[config.mk]
export PLATFORM = sky130hd
export DESIGN_NAME = snc_ram
export DESIGN_NICKNAME = d
export VERILOG_FILES = /design/src/design/sorted_node_child_lookup_top_macros.svh /design/src/design/snc_ram.sv
export SDC_FILE = /design/constraint.sdc
export NUM_CORES = 2
export LEC_CHECK = 0
export BUFFER_PORTS_ARGS = -buffer_cell sky130_fd_sc_hd__buf_4
export CAP_MARGIN = 20
export CORE_UTILIZATION = 37
export CTS_BUF_LIST = sky130_fd_sc_hd__clkbuf_2
export DETAILED_ROUTE_END_ITERATION = 16
export SLEW_MARGIN = 20
export SYNTH_ARGS = -nofsm -noshare
export SYNTH_HDL_FRONTEND = slang
export SYNTH_SLANG_ARGS = --single-unit
[constraint.sdc]
create_clock -name clk_i -period 5.1 [get_ports clk_i]
set_input_delay 0.255 -clock clk_i [delete_from_list [all_inputs] [get_ports clk_i]]
set_output_delay 0.255 -clock clk_i [all_outputs]
set_load 0.005 [all_outputs]
[src/design/sorted_node_child_lookup_top_macros.svh]
// assertion helpers for the sorted node child lookup block
`ifndef SORTED_NODE_CHILD_LOOKUP_TOP_MACROS_SVH
`define SORTED_NODE_CHILD_LOOKUP_TOP_MACROS_SVH

`ifndef SYNTHESIS

// same-cycle implication, sampled on clk_i, off during reset
`define SNC_ASSERT_IMP(label, ant, cons, msg) \
  label: assert property (@(posedge clk_i) disable iff (!rst_ni) (ant) |-> (cons)) \
    else $error(msg);

// next-cycle implication, sampled on clk_i, off during reset
`define SNC_ASSERT_NEXT(label, ant, cons, msg) \
  label: assert property (@(posedge clk_i) disable iff (!rst_ni) (ant) |=> (cons)) \
    else $error(msg);

`else

`define SNC_ASSERT_IMP(label, ant, cons, msg)
`define SNC_ASSERT_NEXT(label, ant, cons, msg)

`endif

`endif

[src/design/snc_ram.sv]
module snc_ram #(
  parameter int WIDTH = 32,
  parameter int DEPTH = 64
) (
  input  logic                     clk_i,
  input  logic                     we_i,
  input  logic [$clog2(DEPTH)-1:0] waddr_i,
  input  logic [WIDTH-1:0]         wdata_i,
  input  logic [$clog2(DEPTH)-1:0] raddr_i,
  output logic [WIDTH-1:0]         rdata_o
);

  logic [WIDTH-1:0] mem [DEPTH];
  logic [WIDTH-1:0] rdata_q;

  // one write port, one registered read port
  always_ff @(posedge clk_i) begin
    if (we_i) begin
      mem[waddr_i] <= wdata_i;
    end
    rdata_q <= mem[raddr_i];
  end

  assign rdata_o = rdata_q;

endmodule

* Word-level counts from Yosys, hierarchy flattened
Memories as Yosys holds them, arrays and structs flattened. A register that Yosys moved wholly into a read port is not among the register bits. Cells that the tools add are included.
Storage, ports and cells: bits in registers 0, bits in latches 0, RAM bits 2048, ROM bits 0, input port bits 46, output and inout bits 32, logic and storage cells 3, memories 1
Cells by class: add/subtract/negate cells 0, $mul 0, div/mod/pow operators 0, $lt $le $gt $ge 0, equal/unequal tests 0, shift-type cells 0, muxes and demuxes 2, bitwise logic cells 0, reductions and logical operators 0
Memories:
- mem | words 64, width 32, read ports 1, clocked after Yosys merged registers in 1, write ports 1, RTL line snc_ram.sv:13 | logic [WIDTH-1:0] mem [DEPTH];
Operators by type and width (number):
- $mux W1 | 2

* Logic depth before layout (Yosys ltp)
depth after elaboration 2, mapped depth 10, mapped depth without buffers 5

* Worst setup path before layout
No wires, ideal clock.
path kind input port to flip-flop, from in waddr_i[3], to mem mem[48][0], enable pin, setup time 0.461 ns, data arrival time 2.954 ns, path slack 1.685 ns, stages 4, cell sequence clkbuf_1 nor2b_1 nand4b_1 nor3_1
RTL lines:
- start: declaration | RTL line snc_ram.sv:7 | input logic [$clog2(DEPTH)-1:0] waddr_i,
- end: declaration | RTL line snc_ram.sv:13
Straight into the memory's write port.

==> report_table.html <==
<table>
<tr><th>Metric</th><th>Value</th></tr>
<tr><th colspan="2">Yosys</th></tr>
<tr><td>Cell type with the largest total area after synthesis</td><td>sky130_fd_sc_hd__edfxtp_1</td></tr>
<tr><td>Share of the yosys chip area belonging to registers</td><td>79.1%</td></tr>
<tr><td>Predominant post-synthesis flop cell</td><td>sky130_fd_sc_hd__edfxtp_1</td></tr>
<tr><td>Gate Count Post-Synth</td><td>3324</td></tr>
<tr><td>Asr flop ratio synth</td><td>0%</td></tr>
<tr><td>Net Count, Synth</td><td>3370</td></tr>
<tr><td>Biggest area contributors in the synthesized netlist</td><td>sky130_fd_sc_hd__edfxtp_1 78%, sky130_fd_sc_hd__mux4_2 16%, sky130_fd_sc_hd__mux2i_1 1.2%</td></tr>
<tr><td>Post-synthesis sequential element count</td><td>2080</td></tr>
<tr><td>Top-area cell type share of the netlist area</td><td>78.3%</td></tr>
<tr><td>Mean instance size in the synthesized netlist</td><td>23.6 sq um</td></tr>
<tr><td>Post-synth cell types</td><td>34</td></tr>
<tr><td>Yosys warning count</td><td>0</td></tr>
<tr><td>Post-synthesis cell area</td><td>78500 sq um</td></tr>
<tr><td>Number of synthesized flops with an enable pin</td><td>2048</td></tr>
<tr><th colspan="2">Critical path</th></tr>
<tr><td>CP max stage delay</td><td>0.60 ns</td></tr>
<tr><td>Worst setup path startpoint</td><td>raddr_i[0]</td></tr>
<tr><td>Flop-to-flop setup slack</td><td>0.88 ns</td></tr>
<tr><td>Cell-by-cell listing of the critical path</td><td>dlygate4sd3_1 -&gt; buf_8 -&gt; buf_4 -&gt; buf_4 -&gt; mux4_2 -&gt; dlygate4sd3_1 -&gt; o22ai_1 -&gt; dlygate4sd3_1 -&gt; nor2_1 -&gt; dlygate4sd3_1 -&gt; a21oi_1 -&gt; dlygate4sd3_1 -&gt; nor2_1 -&gt; dlygate4sd3_1</td></tr>
<tr><td>Crit path to</td><td>rdata_o[19]$_DFF_P_</td></tr>
<tr><td>Critical path startpoint category</td><td>input port</td></tr>
<tr><td>Worst Path Arrival</td><td>5.88 ns</td></tr>
<tr><td>Crit-path most repeated cell</td><td>sky130_fd_sc_hd__dlygate4sd3_1</td></tr>
<tr><td>Type of element capturing the critical path</td><td>flop</td></tr>
<tr><td>Largest fanout of any net on the critical path</td><td>55</td></tr>
<tr><td>Critical path required time</td><td>about 6.8 ns</td></tr>
<tr><td>Launch instance of the worst register-to-register path</td><td>mem[54][13]$_DFFE_PP_</td></tr>
<tr><td>Reg2Reg Capture Point</td><td>rdata_o[13]$_DFF_P_</td></tr>
<tr><td>Logic depth of the worst register-to-register path</td><td>10</td></tr>
<tr><td>Slowest stage cell, crit path</td><td>sky130_fd_sc_hd__buf_8</td></tr>
<tr><td>Crit Path Class</td><td>input port to flop</td></tr>
<tr><th colspan="2">Finish</th></tr>
<tr><td>Share of layout cells above drive strength 1</td><td>a little under two fifths</td></tr>
<tr><td>Post-route standard cell area excluding fillers</td><td>roughly 90000 sq um</td></tr>
<tr><td>Net count reported at finish</td><td>4117</td></tr>
<tr><td>Fill count</td><td>18.2k</td></tr>
<tr><td>Synth-to-Final Area Change</td><td>15.0%</td></tr>
<tr><th colspan="2">Detailed routing</th></tr>
<tr><td>Antenna-violating nets left</td><td>0</td></tr>
<tr><td>First-pass detailed-route iteration total</td><td>7</td></tr>
<tr><td>1st-iter DRT viols</td><td>4425</td></tr>
<tr><td>Via Count</td><td>39.5k</td></tr>
<tr><td>Sum of routed wire length over all layers</td><td>210 mm</td></tr>
<tr><td>Mean routed wirelength per cell</td><td>approximately 29 microns</td></tr>
<tr><td>Post-DR vias/cell</td><td>5.46</td></tr>
<tr><td>Number of DRC violations after detailed routing</td><td>0</td></tr>
<tr><th colspan="2">Placed design</th></tr>
<tr><td>RePlAce Congestion</td><td>0.766</td></tr>
<tr><td>Total cell area at the placement stage</td><td>83400 sq um</td></tr>
<tr><td>Sum of net half-perimeters after detailed placement</td><td>~110 mm</td></tr>
<tr><td>IO Port Bufs</td><td>77</td></tr>
<tr><th colspan="2">Min path</th></tr>
<tr><td>Tightest Hold Check Type</td><td>input port to flop</td></tr>
<tr><th colspan="2">Timing</th></tr>
<tr><td>Min Tclk post-route</td><td>4.22 ns</td></tr>
<tr><td>Portion of the clock cycle consumed by the worst path in the final layout</td><td>82.8%</td></tr>
<tr><td>Max transition margin</td><td>22.0%</td></tr>
<tr><td>Total setup violations reported at the end of the flow</td><td>0</td></tr>
<tr><td>RSZ-0062 raised after global routing</td><td>no</td></tr>
<tr><td>Setup TNS Final</td><td>0 ns</td></tr>
<tr><td>Worst slew pin tran</td><td>around 1.2 ns</td></tr>
<tr><td>Largest clock skew in the final design</td><td>between 0.1 and 0.15 ns</td></tr>
<tr><td>Number of max-slew violations in the final report</td><td>0</td></tr>
<tr><td>Number of hold-slack violations in the final timing report</td><td>0</td></tr>
<tr><td>Maximum clock frequency</td><td>roughly 240 MHz</td></tr>
<tr><th colspan="2">GRT</th></tr>
<tr><td>Met3 capacity usage during global routing</td><td>around 4%</td></tr>
<tr><td>Largest net degree at the start of global routing</td><td>99</td></tr>
<tr><td>Global-route wire length before repair</td><td>298 mm</td></tr>
<tr><td>Overall routing resource usage</td><td>19.5%</td></tr>
<tr><td>Grt met2 use</td><td>roughly a third</td></tr>
<tr><td>Busiest grt layer</td><td>met2</td></tr>
<tr><td>Initial antenna violation count</td><td>9</td></tr>
<tr><td>Global route total overflow</td><td>0</td></tr>
<tr><td>Number of global-route vias before repair</td><td>41.2k</td></tr>
<tr><td>Met1 routing resource usage after global routing</td><td>26.4%</td></tr>
<tr><th colspan="2">CTS</th></tr>
<tr><td>Clk sink count</td><td>2080</td></tr>
<tr><td>Clock latency of the later-clocked register in the worst-skew pair</td><td>1.78 ns</td></tr>
<tr><td>Number of instances resized during post-cts repair</td><td>0</td></tr>
<tr><td>Largest buffer count on any clock path</td><td>4</td></tr>
<tr><td>CTS tree</td><td>yes</td></tr>
<tr><td>Clock input transition at the sequential cells of the worst setup and hold paths</td><td>0.10 ns</td></tr>
<tr><td>H-tree levels</td><td>6</td></tr>
<tr><td>TritonCTS buffer count</td><td>537</td></tr>
<tr><td>Root buf cell</td><td>sky130_fd_sc_hd__clkbuf_2</td></tr>
<tr><th colspan="2">Die</th></tr>
<tr><td>Core footprint</td><td>210000 sq um</td></tr>
<tr><td>Starting Density</td><td>37.4%</td></tr>
<tr><td>Total I/O pin count</td><td>between 70 and 80</td></tr>
<tr><td>Die span in x</td><td>463 microns</td></tr>
<tr><td>Height of the chip</td><td>463 microns</td></tr>
<tr><td>Number of cell rows</td><td>168</td></tr>
<tr><td>Total die area</td><td>approximately 210000 sq um</td></tr>
<tr><th colspan="2">Outcome</th></tr>
<tr><td>Run status</td><td>finished, final reports clean</td></tr>
<tr><th colspan="2">Flow run</th></tr>
<tr><td>Number of maximum-capacitance constraint violations</td><td>0</td></tr>
<tr><th colspan="2">Power and ir drop</th></tr>
<tr><td>Total leakage power</td><td>29.1 nW</td></tr>
<tr><td>Total power per unit cell area</td><td>roughly 350 nW/um^2</td></tr>
<tr><td>Worst-case vdd ir drop</td><td>0.248 mV</td></tr>
</table>
[per-stage QoR]
| stage | setup WS (ns) | total power, mW | instances | hold WS (ns) | utilization, % |
|---|---|---|---|---|---|
| after floorplan | 1.69 | 20.2 | 3324 | 0.354 | - |
| after global placement | 1.49 | 21.1 | 6155 | 0.646 | 39.7 |
| after detailed placement | 1.52 | 21.1 | 6156 | 0.639 | 39.7 |
| after CTS | 0.178 | 32.2 | 7231 | 0.000523 | 43.0 |
| after global routing | 0.745 | 33.0 | 7232 | 0.134 | 43.0 |
| final | 0.877 | 31.8 | 7235 | 0.269 | 43.0 |
[synth_stat cells, types with 3 or more instances]
cell	n
sky130_fd_sc_hd__a311oi_1	8
sky130_fd_sc_hd__or3_1	3
sky130_fd_sc_hd__mux2i_1	93
sky130_fd_sc_hd__nor3_1	7
sky130_fd_sc_hd__buf_2	57
sky130_fd_sc_hd__nand2b_1	8
sky130_fd_sc_hd__nor2_1	137
sky130_fd_sc_hd__buf_6	5
sky130_fd_sc_hd__nand3b_1	5
sky130_fd_sc_hd__clkbuf_1	74
sky130_fd_sc_hd__o32ai_1	4
sky130_fd_sc_hd__nor2b_1	15
sky130_fd_sc_hd__edfxtp_1	2048
sky130_fd_sc_hd__a41o_1	4
sky130_fd_sc_hd__and3_1	4
sky130_fd_sc_hd__nand2_1	26
sky130_fd_sc_hd__or3b_2	3
sky130_fd_sc_hd__buf_1	21
sky130_fd_sc_hd__buf_4	25
sky130_fd_sc_hd__o22ai_1	84
sky130_fd_sc_hd__a21oi_1	62
sky130_fd_sc_hd__nand3_1	5
sky130_fd_sc_hd__a22oi_1	12
sky130_fd_sc_hd__o221ai_1	27
sky130_fd_sc_hd__mux4_2	544
sky130_fd_sc_hd__dfxtp_1	32
[metal layers]
layer,vias up,wire length (microns)
li1,16100,-
met4,2,5370
met2,1865,103000
met1,21200,85000
met3,331,16800
met5,-,13
[kinds of logic (layout without fill, tap and decap cells)]
family                 after synthesis  count (layout)  synth area share (%)
AO/OA/AOI/OAI                      202             202                  1.67
flip-flops                        2080            2080                  79.1
AND/OR/NAND/NOR                    223             223                  1.27
multiplexers                       637             637                  16.8
other                                0               5                     0
buffers and inverters              182            1283                  1.13
[power by group]
group	switching (mW)	total (mW)	leakage (nW)	internal, mW
logic	1.11	1.93	6.86	0.812
clock network	6.59	10.9	3.54	4.33
registers	0.0878	19.0	18.7	18.9
total	7.79	31.8	29.1	24.0
[flip-flops by register name, summed over array words and instances, names as in the netlist]
signal and cells:
rdata_o 32, mem 2048
[critical path: cells and delay by family]
family	cells	cell delay (ns)
compound gates	2	0.28
simple gates	2	0.08
buf+inv	9	4.64
mux	1	0.52
[cell type report]
cell class,instances,area [sq um],area share [%]
antenna,5,12.5,0.0139
clock inverter,114,594,0.658
clock buffer,779,3900,4.32
tap,2805,3510,3.89
sequential,2080,62100,68.8
multi-input combinational,1062,16000,17.7
timing repair buffer,390,4190,4.64
[cell usage in the layout, fill, tap and decap left out, types with 7 or more instances in the layout]
master	count
sky130_fd_sc_hd__edfxtp_1	2048
sky130_fd_sc_hd__clkbuf_2	779
sky130_fd_sc_hd__mux4_2	544
sky130_fd_sc_hd__buf_4	190
sky130_fd_sc_hd__dlygate4sd3_1	146
sky130_fd_sc_hd__mux2i_1	93
sky130_fd_sc_hd__clkinv_1	90
sky130_fd_sc_hd__o22ai_1	84
sky130_fd_sc_hd__nor2_1	75
sky130_fd_sc_hd__a21oi_1	62
sky130_fd_sc_hd__nor2_4	62
sky130_fd_sc_hd__buf_16	33
sky130_fd_sc_hd__dfxtp_1	32
sky130_fd_sc_hd__o221ai_1	27
sky130_fd_sc_hd__nand2_1	26
sky130_fd_sc_hd__buf_12	17
sky130_fd_sc_hd__nor2b_1	15
sky130_fd_sc_hd__a22oi_1	12
sky130_fd_sc_hd__inv_2	11
sky130_fd_sc_hd__a311oi_1	8
sky130_fd_sc_hd__clkinv_2	7
[worst min path at each step]
stage | end | startpoint | cells after the start | slack [ns]
floorplan | mem[0][0]$_DFFE_PP_ | wdata_i[0] | 0 | 0.35
finish | mem[50][12]$_DFFE_PP_ | wdata_i[12] | 4 | 0.27
CTS | mem[18][7]$_DFFE_PP_ | waddr_i[4] | 4 | 0.0005
global route | mem[52][12]$_DFFE_PP_ | wdata_i[12] | 4 | 0.13
detailed placement | rdata_o[8] | rdata_o[8]$_DFF_P_ | 1 | 0.64
global placement | rdata_o[20] | rdata_o[20]$_DFF_P_ | 1 | 0.65
[timing repair]
action	CTS	global route
endpoints found under the setup margin	0	1
buffers inserted	0	0
endpoints found under the hold margin	3997	0
hold buffers	182	0
No activity file was read; power rests on OpenSTA's default activity.
